--- src/sv/dmdb_pkg.sv ---
// Shared types, codes and constants for the dual motor drive-brake PWM block.
package dmdb_pkg;

  // Command codes carried by the input cmd field
  typedef enum logic [1:0] {
    CMD_TICK = 2'd0,
    CMD_DUTY = 2'd1,
    CMD_DIR  = 2'd2,
    CMD_NOP  = 2'd3
  } cmd_t;

  // Generator mode of one motor channel
  typedef enum logic [1:0] {
    MODE_NORMAL = 2'd0,
    MODE_LOW    = 2'd1,
    MODE_HIGH   = 2'd2
  } mode_t;

  // Direction codes on the value field
  localparam logic [7:0] DIR_FWD = 8'd0;
  localparam logic [7:0] DIR_BWD = 8'd1;

  // Field widths
  localparam int HP_W    = 16;
  localparam int DUTY_W  = 7;
  localparam int PROD_W  = HP_W + DUTY_W;

  localparam logic [DUTY_W-1:0] DUTY_FULL = DUTY_W'(100);

  // Reset half period: 1000 us period at 40000/32 ticks per ms, halved
  localparam int TICKS_PER_MS  = 40000 / 32;
  localparam int PERIOD_US     = 1000;
  localparam logic [HP_W-1:0] HALF_PERIOD_RESET =
    HP_W'((PERIOD_US * TICKS_PER_MS) / 1000 / 2);

  // floor(x / 100) = (x * DIV_RECIP) >> DIV_SHIFT, exact for x below 2**30 / 76
  localparam int DIV_SHIFT = 30;
  localparam int RECIP_W   = 24;
  localparam logic [RECIP_W-1:0] DIV_RECIP = RECIP_W'(((2 ** DIV_SHIFT) + 99) / 100);
  localparam int SCALED_W  = PROD_W + RECIP_W;

  // Input item after the input register, with the pre-multiplied duty product
  typedef struct packed {
    cmd_t              cmd;
    logic [1:0]        motor;
    logic [7:0]        value;
    logic [PROD_W-1:0] prod;
  } item_t;

  // One result item
  typedef struct packed {
    logic left_pwm;
    logic right_pwm;
    logic left_ctl;
    logic right_ctl;
    logic error;
  } result_t;

  // Duty percent saturated to full scale
  function automatic logic [DUTY_W-1:0] duty_sat(input logic [7:0] value);
    logic [DUTY_W-1:0] d;
    if (value > 8'(DUTY_FULL)) begin
      d = DUTY_FULL;
    end else begin
      d = value[DUTY_W-1:0];
    end
    return d;
  endfunction

endpackage

--- src/sv/dual_motor_drive_brake_pwm_top.sv ---
// Top level of the two-motor center-aligned drive-brake PWM.
//
// Input channel (in_valid / in_stall): one command per transfer. cmd tick
// steps the shared up-down counter by one; set duty and set direction name a
// motor (0 left, 1 right) and carry the value. Every transfer yields exactly
// one result transfer on out_valid / out_stall with both PWM pins, both
// control pins and the error flag as they stand after that command.
// Configuration: cfg_wr_en writes cfg_wr_data into half_period; write only
// while no command is in flight.
// From input transfer to out_valid a command passes one input register, then
// the state update and result register. Throughput is one command per cycle
// while out_stall is low; the state update is a single pass so commands follow
// back to back. A held result does not block the input register: in_stall
// rises only when both the input register and the result register are
// occupied and out_stall is high.
// Reset (rst_n low, synchronous): counter at zero counting up, all compares
// zero, normal mode, forward, levels low, half_period 625, both stages empty.
module dual_motor_drive_brake_pwm_top #(
  parameter int COUNTER_BITS = 16
) (
  input  logic        clk,
  input  logic        rst_n,
  input  logic        in_valid,
  output logic        in_stall,
  input  logic [1:0]  in_cmd,
  input  logic [1:0]  in_motor,
  input  logic [7:0]  in_value,
  output logic        out_valid,
  input  logic        out_stall,
  output logic        out_left_pwm,
  output logic        out_right_pwm,
  output logic        out_left_ctl,
  output logic        out_right_ctl,
  output logic        out_error,
  input  logic        cfg_wr_en,
  input  logic [15:0] cfg_wr_data
);
  import dmdb_pkg::*;

  logic        adv;
  logic        s1_valid;
  item_t       s1_item;
  logic [15:0] half_period;
  result_t     result;

  // Input register and config register
  dmdb_in_stage u_in (
    .clk         (clk),
    .rst_n       (rst_n),
    .in_valid    (in_valid),
    .in_cmd      (in_cmd),
    .in_motor    (in_motor),
    .in_value    (in_value),
    .in_stall    (in_stall),
    .adv         (adv),
    .cfg_wr_en   (cfg_wr_en),
    .cfg_wr_data (cfg_wr_data),
    .s1_valid    (s1_valid),
    .s1_item     (s1_item),
    .half_period (half_period)
  );

  // State update
  dmdb_engine #(
    .COUNTER_BITS (COUNTER_BITS)
  ) u_engine (
    .clk         (clk),
    .rst_n       (rst_n),
    .go          (s1_valid && adv),
    .item        (s1_item),
    .half_period (half_period),
    .result      (result)
  );

  // Result register
  dmdb_out_stage u_out (
    .clk           (clk),
    .rst_n         (rst_n),
    .s1_valid      (s1_valid),
    .result        (result),
    .adv           (adv),
    .out_valid     (out_valid),
    .out_stall     (out_stall),
    .out_left_pwm  (out_left_pwm),
    .out_right_pwm (out_right_pwm),
    .out_left_ctl  (out_left_ctl),
    .out_right_ctl (out_right_ctl),
    .out_error     (out_error)
  );

endmodule

--- src/sv/dmdb_in_stage.sv ---
// Input register stage: config register, input item register and duty product.
module dmdb_in_stage (
  input  logic                   clk,
  input  logic                   rst_n,
  input  logic                   in_valid,
  input  logic [1:0]             in_cmd,
  input  logic [1:0]             in_motor,
  input  logic [7:0]             in_value,
  output logic                   in_stall,
  input  logic                   adv,
  input  logic                   cfg_wr_en,
  input  logic [15:0]            cfg_wr_data,
  output logic                   s1_valid,
  output dmdb_pkg::item_t        s1_item,
  output logic [15:0]            half_period
);
  import dmdb_pkg::*;

  logic                  valid_r;
  item_t                 item_r;
  logic [HP_W-1:0]       hp_r;
  logic [PROD_W-1:0]     prod_nxt;
  logic                  accept;

  // Stage holds while the result side cannot take its item
  assign in_stall = valid_r && !adv;
  assign accept   = in_valid && !in_stall;

  // half_period * saturated duty, ahead of the divide by 100
  assign prod_nxt = PROD_W'(hp_r) * PROD_W'(duty_sat(in_value));

  // Config register
  always_ff @(posedge clk) begin
    if (!rst_n) begin
      hp_r <= HALF_PERIOD_RESET;
    end else if (cfg_wr_en) begin
      hp_r <= cfg_wr_data;
    end
  end

  // Item register
  always_ff @(posedge clk) begin
    if (!rst_n) begin
      valid_r <= 1'b0;
    end else if (!in_stall) begin
      valid_r <= in_valid;
    end
  end

  always_ff @(posedge clk) begin
    if (accept) begin
      item_r.cmd   <= cmd_t'(in_cmd);
      item_r.motor <= in_motor;
      item_r.value <= in_value;
      item_r.prod  <= prod_nxt;
    end
  end

  assign s1_valid    = valid_r;
  assign s1_item     = item_r;
  assign half_period = hp_r;

endmodule

--- src/sv/dmdb_engine.sv ---
// PWM state: up-down counter, buffered compare/mode per motor, levels and direction.
module dmdb_engine #(
  parameter int COUNTER_BITS = 16
) (
  input  logic                clk,
  input  logic                rst_n,
  input  logic                go,
  input  dmdb_pkg::item_t     item,
  input  logic [15:0]         half_period,
  output dmdb_pkg::result_t   result
);
  import dmdb_pkg::*;

  localparam int CB = COUNTER_BITS;
  localparam int CW = (CB > HP_W) ? CB : HP_W;

  logic [CB-1:0]   cnt_r,  cnt_nxt;
  logic            down_r, down_nxt;
  logic [HP_W-1:0] act_cmp_r  [2];
  logic [HP_W-1:0] act_cmp_nxt[2];
  logic [HP_W-1:0] pend_cmp_r  [2];
  logic [HP_W-1:0] pend_cmp_nxt[2];
  mode_t           act_mode_r  [2];
  mode_t           act_mode_nxt[2];
  mode_t           pend_mode_r  [2];
  mode_t           pend_mode_nxt[2];
  logic [1:0]      bwd_r,  bwd_nxt;
  logic [1:0]      raw_r,  raw_nxt;

  logic [CW-1:0]       hp_w;
  logic [CB-1:0]       top;
  logic [SCALED_W-1:0] scaled;
  logic [HP_W-1:0]     quot;
  logic [DUTY_W-1:0]   duty;
  logic                motor_ok;
  logic                went_up;
  logic                went_down;
  logic                at_zero;
  logic                err;

  // Top value at counter width
  assign hp_w = CW'(half_period);
  assign top  = hp_w[CB-1:0];

  // hp * duty / 100 by reciprocal multiply
  assign scaled = SCALED_W'(item.prod) * SCALED_W'(DIV_RECIP);
  assign quot   = scaled[DIV_SHIFT +: HP_W];
  assign duty   = duty_sat(item.value);

  assign motor_ok = !item.motor[1];

  // Next state for the item in the stage
  always_comb begin
    cnt_nxt       = cnt_r;
    down_nxt      = down_r;
    act_cmp_nxt   = act_cmp_r;
    pend_cmp_nxt  = pend_cmp_r;
    act_mode_nxt  = act_mode_r;
    pend_mode_nxt = pend_mode_r;
    bwd_nxt       = bwd_r;
    raw_nxt       = raw_r;
    went_up       = 1'b0;
    went_down     = 1'b0;
    err           = 1'b0;

    unique case (item.cmd)
      CMD_TICK: begin
        // counter step and turn-around
        if (!down_r) begin
          if (cnt_r < top) begin
            cnt_nxt = cnt_r + 1'b1;
            went_up = 1'b1;
          end
          if (cnt_nxt >= top) begin
            down_nxt = 1'b1;
          end
        end else begin
          if (cnt_r != '0) begin
            cnt_nxt   = cnt_r - 1'b1;
            went_down = 1'b1;
          end
          if (cnt_nxt == '0) begin
            down_nxt = 1'b0;
          end
        end
      end
      CMD_DUTY: begin
        if (!motor_ok) begin
          err = 1'b1;
        end else if (duty == '0) begin
          pend_mode_nxt[item.motor[0]] = MODE_LOW;
        end else if (duty == DUTY_FULL) begin
          pend_mode_nxt[item.motor[0]] = MODE_HIGH;
        end else begin
          pend_mode_nxt[item.motor[0]] = MODE_NORMAL;
          pend_cmp_nxt[item.motor[0]]  = half_period - quot;
        end
      end
      CMD_DIR: begin
        if (!motor_ok) begin
          err = 1'b1;
        end else if (item.value == DIR_FWD) begin
          bwd_nxt[item.motor[0]] = 1'b0;
        end else if (item.value == DIR_BWD) begin
          bwd_nxt[item.motor[0]] = 1'b1;
        end
      end
      CMD_NOP: begin
      end
    endcase

    at_zero = (item.cmd == CMD_TICK) && (cnt_nxt == '0);

    // zero load, then level update per motor
    if (item.cmd == CMD_TICK) begin
      for (int m = 0; m < 2; m++) begin
        if (at_zero) begin
          act_cmp_nxt[m]  = pend_cmp_r[m];
          act_mode_nxt[m] = pend_mode_r[m];
        end
        unique case (act_mode_nxt[m])
          MODE_LOW: begin
            if (at_zero) raw_nxt[m] = 1'b0;
          end
          MODE_HIGH: begin
            if (at_zero) raw_nxt[m] = 1'b1;
          end
          default: begin
            if (CW'(cnt_nxt) == CW'(act_cmp_nxt[m])) begin
              if (went_up) begin
                raw_nxt[m] = 1'b1;
              end else if (went_down) begin
                raw_nxt[m] = 1'b0;
              end
            end
          end
        endcase
      end
    end
  end

  // State registers
  always_ff @(posedge clk) begin
    if (!rst_n) begin
      cnt_r  <= '0;
      down_r <= 1'b0;
      bwd_r  <= '0;
      raw_r  <= '0;
      for (int m = 0; m < 2; m++) begin
        act_cmp_r[m]   <= '0;
        pend_cmp_r[m]  <= '0;
        act_mode_r[m]  <= MODE_NORMAL;
        pend_mode_r[m] <= MODE_NORMAL;
      end
    end else if (go) begin
      cnt_r       <= cnt_nxt;
      down_r      <= down_nxt;
      bwd_r       <= bwd_nxt;
      raw_r       <= raw_nxt;
      act_cmp_r   <= act_cmp_nxt;
      pend_cmp_r  <= pend_cmp_nxt;
      act_mode_r  <= act_mode_nxt;
      pend_mode_r <= pend_mode_nxt;
    end
  end

  // Result reflects the state after this item
  assign result.left_pwm  = raw_nxt[0] ^ bwd_nxt[0];
  assign result.right_pwm = raw_nxt[1] ^ bwd_nxt[1];
  assign result.left_ctl  = bwd_nxt[0];
  assign result.right_ctl = bwd_nxt[1];
  assign result.error     = err;

endmodule

--- src/sv/dmdb_out_stage.sv ---
// Result register with valid/stall handshake toward the receiver.
module dmdb_out_stage (
  input  logic                clk,
  input  logic                rst_n,
  input  logic                s1_valid,
  input  dmdb_pkg::result_t   result,
  output logic                adv,
  output logic                out_valid,
  input  logic                out_stall,
  output logic                out_left_pwm,
  output logic                out_right_pwm,
  output logic                out_left_ctl,
  output logic                out_right_ctl,
  output logic                out_error
);
  import dmdb_pkg::*;

  logic    valid_r;
  result_t res_r;

  // Register is free when empty or when its transfer completes this cycle
  assign adv = !valid_r || !out_stall;

  always_ff @(posedge clk) begin
    if (!rst_n) begin
      valid_r <= 1'b0;
    end else if (adv) begin
      valid_r <= s1_valid;
    end
  end

  always_ff @(posedge clk) begin
    if (adv && s1_valid) begin
      res_r <= result;
    end
  end

  assign out_valid     = valid_r;
  assign out_left_pwm  = res_r.left_pwm;
  assign out_right_pwm = res_r.right_pwm;
  assign out_left_ctl  = res_r.left_ctl;
  assign out_right_ctl = res_r.right_ctl;
  assign out_error     = res_r.error;

endmodule

--- config.mk ---
export PLATFORM = sky130hd
export DESIGN_NAME = dual_motor_drive_brake_pwm_top
export DESIGN_NICKNAME = d
export VERILOG_FILES = /design/src/sv/dmdb_pkg.sv /design/src/sv/dual_motor_drive_brake_pwm_top.sv /design/src/sv/dmdb_in_stage.sv /design/src/sv/dmdb_engine.sv /design/src/sv/dmdb_out_stage.sv
export SDC_FILE = /design/constraint.sdc
export NUM_CORES = 1
export LEC_CHECK = 0
export BUFFER_PORTS_ARGS = -buffer_cell sky130_fd_sc_hd__buf_2
export CAP_MARGIN = 15
export CORE_MARGIN = 2
export CORE_UTILIZATION = 58
export DETAILED_ROUTE_END_ITERATION = 6
export PLACE_DENSITY = 0.79
export SLEW_MARGIN = 20
export SYNTH_ARGS = -nofsm -noshare
export SYNTH_HDL_FRONTEND = slang
export SYNTH_HIERARCHICAL = 1
export SYNTH_SLANG_ARGS = --single-unit
--- constraint.sdc ---
create_clock -name clk -period 9.5 [get_ports clk]
set_input_delay 0.475 -clock clk [delete_from_list [all_inputs] [get_ports clk]]
set_output_delay 0.475 -clock clk [all_outputs]
set_load 0.1 [all_outputs]
# Word level (Yosys, flattened, before mapping)
# Cells that the tools add are included.
[totals] inputBits=33 wordCells=139 reg_bits=151 output_inout_bits=7
[classes] n_mul=2 add_sub_neg=3 eq_ne=10 n_lt_le_gt_ge=8 reduce_logical=21 bitwise=17 mux=54
[ops] op="16-bit 2-to-1 mux" count=13
[ops] op="23-bit by 24-bit multiplier with 46-bit output, second input constant" count=1
[ops] op="32-bit bitwise mux" count=1
[ops] op="16-bit == test" count=2
[ops] op="16-bit logical NOT" count=2
[ops] op="16-bit by 7-bit multiplier with 23-bit output" count=1
[ops] op="1-bit 2-to-1 mux" count=21
[ops] op="2-bit 2-to-1 mux" count=10
[ops] op="16-bit by 1-bit adder with 16-bit output, second input constant" count=1
[ops] op="16-bit demux with 1-bit select" count=1
[ops] op="16-bit >= comparator" count=1
[ops] op="8-bit by 7-bit > comparator with 1-bit output, second input constant" count=2
[ops] op="16-bit less-than comparator" count=1
[ops] op="16-bit nonzero test" count=1
[ops] op="16-bit by 1-bit subtractor with 16-bit output, second input constant" count=1
[ops] op="16-bit subtractor" count=1
[ops] op="7-bit 2-to-1 mux" count=2
[ops] op="8-bit by 1-bit == test with 1-bit output, second input constant" count=1
[ops] op="8-bit logical NOT" count=1
[ops] op="4-bit 2-to-1 mux" count=2
[ops] op="7-bit == test, second input constant" count=1
[ops] op="7-bit logical NOT" count=1
[ops] op="2-bit AND" count=3
[ops] op="2-bit by 1-bit == test with 1-bit output, second input constant" count=3
[ops] op="23 further kinds" count=41

# Depth between registers and ports, before layout
# Gate-level depths: netlist of the first run.
[logic_depth] depth_word=15 ltp_mapped=42 depth_no_buf=42

# Modules after synthesis
# The synthesis of the first run kept the hierarchy.
[by_module_without_submodules] module="dmdb_engine" seq_area_each_um2=1861.8 area_per_inst_um2=16633.5 cells_each=1890 n_inst=1
[by_module_without_submodules] module="dmdb_in_stage" seq_area_each_um2=1391.3 area_per_inst_um2=5356.4 cells_each=526 n_inst=1
[by_module_without_submodules] module="dmdb_out_stage" seq_area_each_um2=170.2 area_per_inst_um2=191.4 cells_each=10 n_inst=1
[by_module_without_submodules] module="dual_motor_drive_brake_pwm_top" seq_area_each_um2=0.0 area_per_inst_um2=6.3 cells_each=1 n_inst=1

# Worst setup path after synthesis of the first run
# OpenSTA, ideal clock, no wires.
[synth_timing] path_kind="flip-flop to flip-flop" start="reg u_in.item_r, in the netlist u_in/s1_item[14]" end="reg u_engine/pend_cmp_r[31] (netlist bit)" setup_time_ns=0.132 path_slack_ns=0.838 stages_incl_launch_ff=39 arrival_ns=8.530 t_required_ns=9.368 cell_sequence="edfxtp_1 inv_1 fa_1 inv_1 ha_1 inv_1 fa_1 inv_1 fa_1 fa_1 fa_1 inv_1 fa_1 inv_1 ha_1 a21oi_1 o21bai_1 a21oi_1 (+3 left out) a22o_1 o21a_1 o21a_1 nor2_1 nor2b_1 o21a_1 or2_2 ha_1 or2_2 a21oi_1 a311oi_1 o21a_1 o21ai_0 nand2b_1 a21oi_1 xnor2_1 xnor2_1 a21oi_1"
[synth_via] elab_chain_len=3
[synth_rtl] item="start: declaration" line_no="dmdb_in_stage.sv:20" text="item_t item_r;"
[synth_rtl] item="23-bit by 24-bit multiplier with 46-bit output" line_no="dmdb_engine.sv:46" text="assign scaled = SCALED_W'(item.prod) * SCALED_W'(DIV_RECIP);"
[synth_rtl] item="16-bit subtractor" line_no="dmdb_engine.sv:96" text="pend_cmp_nxt[item.motor[0]] = half_period - quot;"
[synth_rtl] item="32-bit bitwise mux" line_no="dmdb_engine.sv:96"
[synth_rtl] item="end signal: assignment" line_no="dmdb_engine.sv:161" text="pend_cmp_r <= pend_cmp_nxt;"
[synth_rtl] item="end: declaration" line_no="dmdb_engine.sv:21" text="logic [HP_W-1:0] pend_cmp_r [2];"
# No other way between the ends.
# A chain may end at the register's enable or synchronous reset.

# Worst setup path after layout of the first run
[layout_timing] start="reg u_in.item_r, in the netlist u_in/s1_item[22]" end="reg u_engine/pend_cmp_r[31] (netlist bit)"
# Same word-level chain as after synthesis.

==> key figures, run 1 <==
Floorplan
  • Core Footprint: 37700 um^2
  • Top-level I/O count: 40
  • Die X-Extent: 200 um
  • Die Area: 39800 um^2
  • Initial Util: 0.589
  • # rows: 71
  • Die span in y: 200 um

Timing
  • Tcrit/Tclk final: 0.963
  • Fin. Hold Viols: 0
  • Setup ws final: 0.347 ns
  • Worst slew pin tran: 1.10 ns
  • Slew headroom: 0.267
  • Fin crit period: 9.15 ns
  • Max frequency: 0.109 GHz
  • Clock skew: 0.0161 ns
  • Setup TNS Final: 0 ns
  • Final Setup Violations: 0
  • Slew Limit Fails: 0

Global routing
  • GR peak layer: met2
  • GR Util met2: 0.489
  • GRT overflow: 0
  • First-pass GRT wire length: 96.0 mm
  • Vias in the first global route: 17799
  • Total track usage: 0.315
  • Initial antenna violation count: 0
  • Global Route met1 Usage: 0.425
  • Largest net degree at the start of global routing: 112
  • GR met3 Demand/Resource: 0.0744

Cells and area
  • Most common cell after layout, fill and taps aside: inv_1
  • Nets@finish: 3091
  • Commonest cells after routing, fill and taps aside: inv_1, ha_1, fa_1
  • Share of layout cells above drive strength 1: 0.0825
  • Syn-to-layout area delta: 7.27%
  • Final Util: 0.632

Worst setup path
  • Crit Path Class: reg -> reg
  • Worst EP arrival: 9.43 ns
  • CP Launch Type: register
  • CP endpoint kind: register
  • CP max FO: 5
  • Data required, critical path: 9.78 ns
  • Peak per-stage delay on the critical path: 0.67 ns
  • Crit-path slowest cell: fa_2

Synthesis
  • Register area share after synthesis: 0.154
  • Syn Std Cell Area: 22200 um^2
  • Syn Inst Count: 2427
  • #FFs+latches synth: 151
  • EDFF count, synth: 40
  • Area leader, netlist: fa_1
  • Synth top area cells: fa_1, ha_1, dfxtp_1
  • Synth warn: 6
  • Yosys top cell area share: 0.237
  • Distinct cells, synth: 107
  • Syn Nets: 3059
  • Avg Cell Area, Syn: 9.14 um^2
  • Primary FF master, synth: dfxtp_1
  • Ys async rst share: 0

Routing
  • DRC Markers: 0
  • Via count: 17747
  • Avg Vias per Cell: 5.95
  • Post-DRT Antenna Nets: 0
  • Wire per inst: 20.2 um
  • Drt pass-1 iters: 6
  • 1st-iter DRT viols: 1603
  • Final wirelength: 60.3 mm

Place
  • Dpl ws: 0.117 ns
  • Port bufs: 39
  • GP Congestion: 1.00
  • Final HPWL DP: 48.3 mm

CTS
  • Clk sinks: 151
  • Clock Path Buffers: 2
  • Worst-Skew Late Latency: 0.44 ns
  • Root buffer cell: clkbuf_16
  • H-tree depth: 4
  • CTS tree: done
  • CTS clk-pin slew, worst paths: 0.07 ns
  • CTS Buf Count: 17

Hold path
  • Hold Crit Class: in -> reg

Job
  • Maxcap violations: 0

Status
  • Outcome: complete, no violations
[cells in the mapped netlist (5+ instances only)]
master / instances
o21ai_0: 65
ha_1: 336
nor2b_1: 64
xor2_1: 33
a21boi_0: 66
nand3_1: 38
nand2b_1: 10
o311ai_1: 6
edfxtp_1: 40
o211a_1: 18
o2111ai_1: 5
nand4_1: 20
or2_2: 11
a21oi_2: 5
dfxtp_1: 111
a21o_1: 21
nand2_1: 249
nand3_2: 7
clkbuf_1: 51
a31oi_1: 13
o21bai_1: 6
o31ai_1: 6
nor3_1: 31
xnor2_1: 57
nor2_1: 83
buf_2: 10
o22ai_1: 5
and2_1: 31
inv_1: 422
mux2i_1: 25
o211ai_1: 19
or4_1: 8
nor4_1: 6
or3_1: 19
a211oi_1: 8
buf_4: 6
a21oi_1: 61
and3_1: 62
o21a_1: 9
fa_1: 263
[cells by family (layout without fill, tap and decap cells)]
kind of cell / after synthesis / in the layout / synth area share
muxes: 26 / 26 / 0.0118
xor gates and xnor gates: 91 / 91 / 0.0363
DFF: 151 / 151 / 0.154
adders and majority gates: 599 / 599 / 0.427
AOI/OAI and AO/OA: 386 / 386 / 0.128
and+or+nand+nor: 676 / 676 / 0.157
other: 0 / 1 / 0
buffers and inverters: 498 / 543 / 0.0859
[critical path, delay by kind of cell (launching register included)]
kind	cells	cell delay (ns)
AOI/OAI and AO/OA	15	2.83
xor gates and xnor gates	3	0.48
adders and majority gates	9	4.07
buffers and inverters	2	0.11
DFF	1	0.57
and+or+nand+nor	5	0.91
[state kept, by name, summed over array words and instances, names as in the netlist, 2 cells and up, named ones only]
name                 count
u_engine/cnt_r          16
u_engine/pend_cmp_r     32
u_in/half_period        16
u_in/s1_item            35
u_engine/act_mode_r      4
u_engine/raw_r           2
u_engine/act_cmp_r      32
u_engine/bwd_r           2
[cell type report]
cell class / instances / area (um^2)
Multi-Input combinational cell: 1778 / 17000
Fill cell: 3102 / 13900
Sequential cell: 151 / 3420
Inverter: 426 / 1600
Tap cell: 511 / 639
Timing Repair Buffer: 85 / 553
Clock buffer: 22 / 475
Clock inverter: 10 / 114
Antenna cell: 1 / 2.50
[what timing repair did]
action                                  CTS  global route
gates resized for setup                   0            33
setup buffers                             0            23
endpoints found under the setup margin    0            14
hold buffers                              0             0
[worst paths after layout]
kind,startpoint,to,slack [ns],cells past startpoint
max,u_in/s1_item[22]$_DFFE_PP_,u_engine/pend_cmp_r[31]$_SDFFE_PN0P_,0.35,34
min,in_cmd[1],u_in/s1_item[34]$_DFFE_PP_,0.23,1
max reg2reg,u_in/s1_item[22]$_DFFE_PP_,u_engine/pend_cmp_r[31]$_SDFFE_PN0P_,0.35,34
min reg2reg,u_engine/bwd_r[0]$_SDFFE_PN0P_,u_engine/bwd_r[0]$_SDFFE_PN0P_,0.48,1
[per-stage QoR]
step | hold slack, ns | area (um^2) | instances
2_1_floorplan | 0.450 | 22200 | 2427
4_1_cts | 0.216 | 23500 | 2959
3_5_place_dp | 0.470 | 22900 | 2927
6_report | 0.229 | 23800 | 2984
5_1_grt | 0.221 | 23800 | 2983
3_3_place_gp | 0.460 | 22900 | 2927
[routing by layer]
metal | share of wire | up-vias
met5 | 0 | -
met2 | 0.45 | 786
met3 | 0.086 | 156
li1 | - | 8165
met4 | 0.044 | 0
met1 | 0.42 | 8640
Power of run 1 is left out: the tool's default activity adds up to more than one toggle a clock period on the data nets, which glitch-free logic cannot reach.
==> run 2, diff against run 1 <==
==> constraint.sdc (replaced) <==
create_clock -name clk -period 9.5 [get_ports clk]
set_input_delay 1.9 -clock clk [delete_from_list [all_inputs] [get_ports clk]]
set_output_delay 1.9 -clock clk [all_outputs]
set_load 0.1 [all_outputs]
==> key figures, run 2 (synthesized netlist as in run 1, its figures left out) <==
Status
  • Outcome: complete, no violations (unchanged)

Floorplan
  • Top-level I/O count: 40 (unchanged)
  • Die Area: 39800 um^2 (unchanged)
  • Initial Util: 0.589 (unchanged)
  • # rows: 71 (unchanged)
  • Core Footprint: 37700 um^2 (unchanged)
  • Die span in y: 200 um (unchanged)
  • Die X-Extent: 200 um (unchanged)

Place
  • Dpl ws: 0.0876 ns (was 0.117 ns)
  • Port bufs: 39 (unchanged)
  • Placed inst area: 22900 um^2 (about the same)
  • GP Congestion: 1.00 (unchanged)
  • Final HPWL DP: 48.5 mm (was 48.3 mm)

Cells and area
  • Most common cell after layout, fill and taps aside: inv_1 (unchanged)
  • Max FFs per register: 35 (unchanged)
  • Fill cells: 3115 (was 3102)
  • Syn-to-layout area delta: 7.55% (was 7.27%)
  • Fin area: 23900 um^2 (was 23800 um^2)
  • Nets@finish: 3100 (was 3091)
  • Commonest cells after routing, fill and taps aside: inv_1, ha_1, fa_1 (unchanged)
  • Share of layout cells above drive strength 1: 0.0859 (was 0.0825)
  • Antenna fix cells: 0 (was 1)

Worst setup path
  • Data required, critical path: 9.77 ns (was 9.78 ns)
  • Worst R2R Path Depth: 36 (was 34)
  • Buf+Inv Stages, Crit Path: 4 (was 2)
  • CP Launch Type: register (unchanged)
  • Crit-path slowest cell: fa_2 (unchanged)
  • Cell family with most CP delay: adder cells (unchanged)
  • CP max FO: 6 (was 5)
  • Peak per-stage delay on the critical path: 0.63 ns (was 0.67 ns)
  • Reg2reg end: u_engine/pend_cmp_r[31]$_SDFFE_PN0P_ (unchanged)
  • Worst EP arrival: 9.41 ns (was 9.43 ns)
  • Slack of the worst reg-to-reg path: 0.36 ns (was 0.35 ns)
  • CP endpoint kind: register (unchanged)
  • Worst r2r src: u_in/s1_item[8]$_DFFE_PP_ (was u_in/s1_item[22]$_DFFE_PP_)
  • Cell mode on critical path: fa_1
  • Crit Path Class: reg -> reg (unchanged)

CTS
  • CTS tree: done (unchanged)
  • H-tree depth: 4 (unchanged)
  • Clk sinks: 151 (unchanged)
  • CTS clk-pin slew, worst paths: 0.06 ns (was 0.07 ns)
  • Root buffer cell: clkbuf_16 (unchanged)
  • Worst-Skew Late Latency: 0.43 ns (was 0.44 ns)
  • Clock Path Buffers: 2 (unchanged)
  • CTS Buf Count: 17 (unchanged)

Routing
  • Wire per inst: 20.3 um (was 20.2 um)
  • Drt pass-1 iters: 5 (was 6)
  • DRC Markers: 0 (unchanged)
  • 1st-iter DRT viols: 1628 (was 1603)
  • Final wirelength: 60.8 mm (was 60.3 mm)
  • Post-DRT Antenna Nets: 0 (unchanged)
  • Via count: 17787 (was 17747)
  • Avg Vias per Cell: 5.94 (was 5.95)

Hold path
  • Hold Crit Class: reg -> reg (was in -> reg)
  • Worst Hold Endpoint: u_engine/act_cmp_r[28]$_SDFFE_PN0P_ (was u_in/s1_item[34]$_DFFE_PP_)
  • Hold Path Cell Cnt: 2 (was 1)
  • Hold Startpoint: u_engine/act_cmp_r[28]$_SDFFE_PN0P_ (was in_cmd[1])

Timing
  • Max frequency: 0.109 GHz (about the same)
  • Clock skew: 0.0153 ns (was 0.0161 ns)
  • Worst slew pin tran: 1.05 ns (was 1.10 ns)
  • Fin. Hold Viols: 0 (unchanged)
  • Tcrit/Tclk final: 0.962 (was 0.963)
  • Setup ws final: 0.363 ns (was 0.347 ns)
  • Slew Limit Fails: 0 (unchanged)
  • Fin crit period: 9.14 ns (was 9.15 ns)
  • Final hold slack: 0.483 ns (was 0.229 ns)
  • Final Setup Violations: 0 (unchanged)
  • Slew headroom: 0.300 (was 0.267)

Global routing
  • Total track usage: 0.318 (was 0.315)
  • GRT overflow: 0 (unchanged)
  • Initial antenna violation count: 2 (was 0)
  • First-pass GRT wire length: 96.8 mm (was 96.0 mm)
  • Largest net degree at the start of global routing: 112 (unchanged)
  • Vias in the first global route: 18019 (was 17799)

Job
  • Maxcap violations: 0 (unchanged)
-- run 2: cell types whose count changed in the layout (fill, tap and decap cells not counted), sizes merged --
cell,previous run,this run
clkinvlp,1,0
inv,427,428
clkbuf,22,21
diode,1,0
clkinv,6,7
buf,85,94
-- run 2: what timing repair did --
item	CTS	global route
hold buffers	0	0
setup endpoints to repair	0	11
gates resized for setup	0	34
buffers inserted	0	31
-- run 2: layer usage --
layer / GRT usage / share of wire / wire length (um)
met4: 0.123 / 0.041 / 2460
met1: 0.426 / 0.41 / 25200
met2: 0.499 / 0.45 / 27600
met5: 0 / 0.00043 / 26
met3: 0.0744 / 0.091 / 5510
-- run 2: worst max path at each step --
stage,start,endpoint,slack (ns),cells past startpoint
final,u_in/s1_item[8]$_DFFE_PP_,u_engine/pend_cmp_r[31]$_SDFFE_PN0P_,0.36,36
after global placement,u_in/s1_item[11]$_DFFE_PP_,u_engine/pend_cmp_r[31]$_SDFFE_PN0P_,0.37,34
after CTS,u_in/s1_item[2]$_DFFE_PP_,u_engine/pend_cmp_r[30]$_SDFFE_PN0P_,0.03,40
after floorplan,u_in/s1_item[14]$_DFFE_PP_,u_engine/pend_cmp_r[31]$_SDFFE_PN0P_,0.84,38
after detailed placement,u_in/s1_item[4]$_DFFE_PP_,u_engine/pend_cmp_r[30]$_SDFFE_PN0P_,0.09,41
after global routing,u_in/s1_item[8]$_DFFE_PP_,u_engine/pend_cmp_r[31]$_SDFFE_PN0P_,-0.11,36
-- run 2: layout make-up --
cell class | instances | area [um^2] | share of cell area
timing repair buffer | 94 | 621 | 0.0260
clock inverter | 11 | 118 | 0.00493
multi-input combinational | 1778 | 17000 | 0.712
clock buffer | 21 | 462 | 0.0193
sequential | 151 | 3420 | 0.143
tap | 511 | 639 | 0.0268
inverter | 426 | 1600 | 0.0670
-- run 2: stage by stage --
step | cells | utilization | setup TNS (ns)
floorplan | 2427 | - | 0
global placement | 2928 | 0.608 | 0
detailed placement | 2928 | 0.608 | 0
CTS | 2960 | 0.623 | 0
global route | 2992 | 0.634 | -0.311
finish | 2992 | 0.634 | 0
-- run 2: worst reg2reg max path, delay by kind of cell, from the launching register on --
family / cells / cell delay (ns)
adders and majority gates: 9 / 4.01
and+or+nand+nor: 5 / 0.88
DFF: 1 / 0.52
buffers and inverters: 4 / 0.24
xor gates and xnor gates: 2 / 0.32
AOI/OAI and AO/OA: 16 / 3.00
Power of run 2 is left out for the same reason.
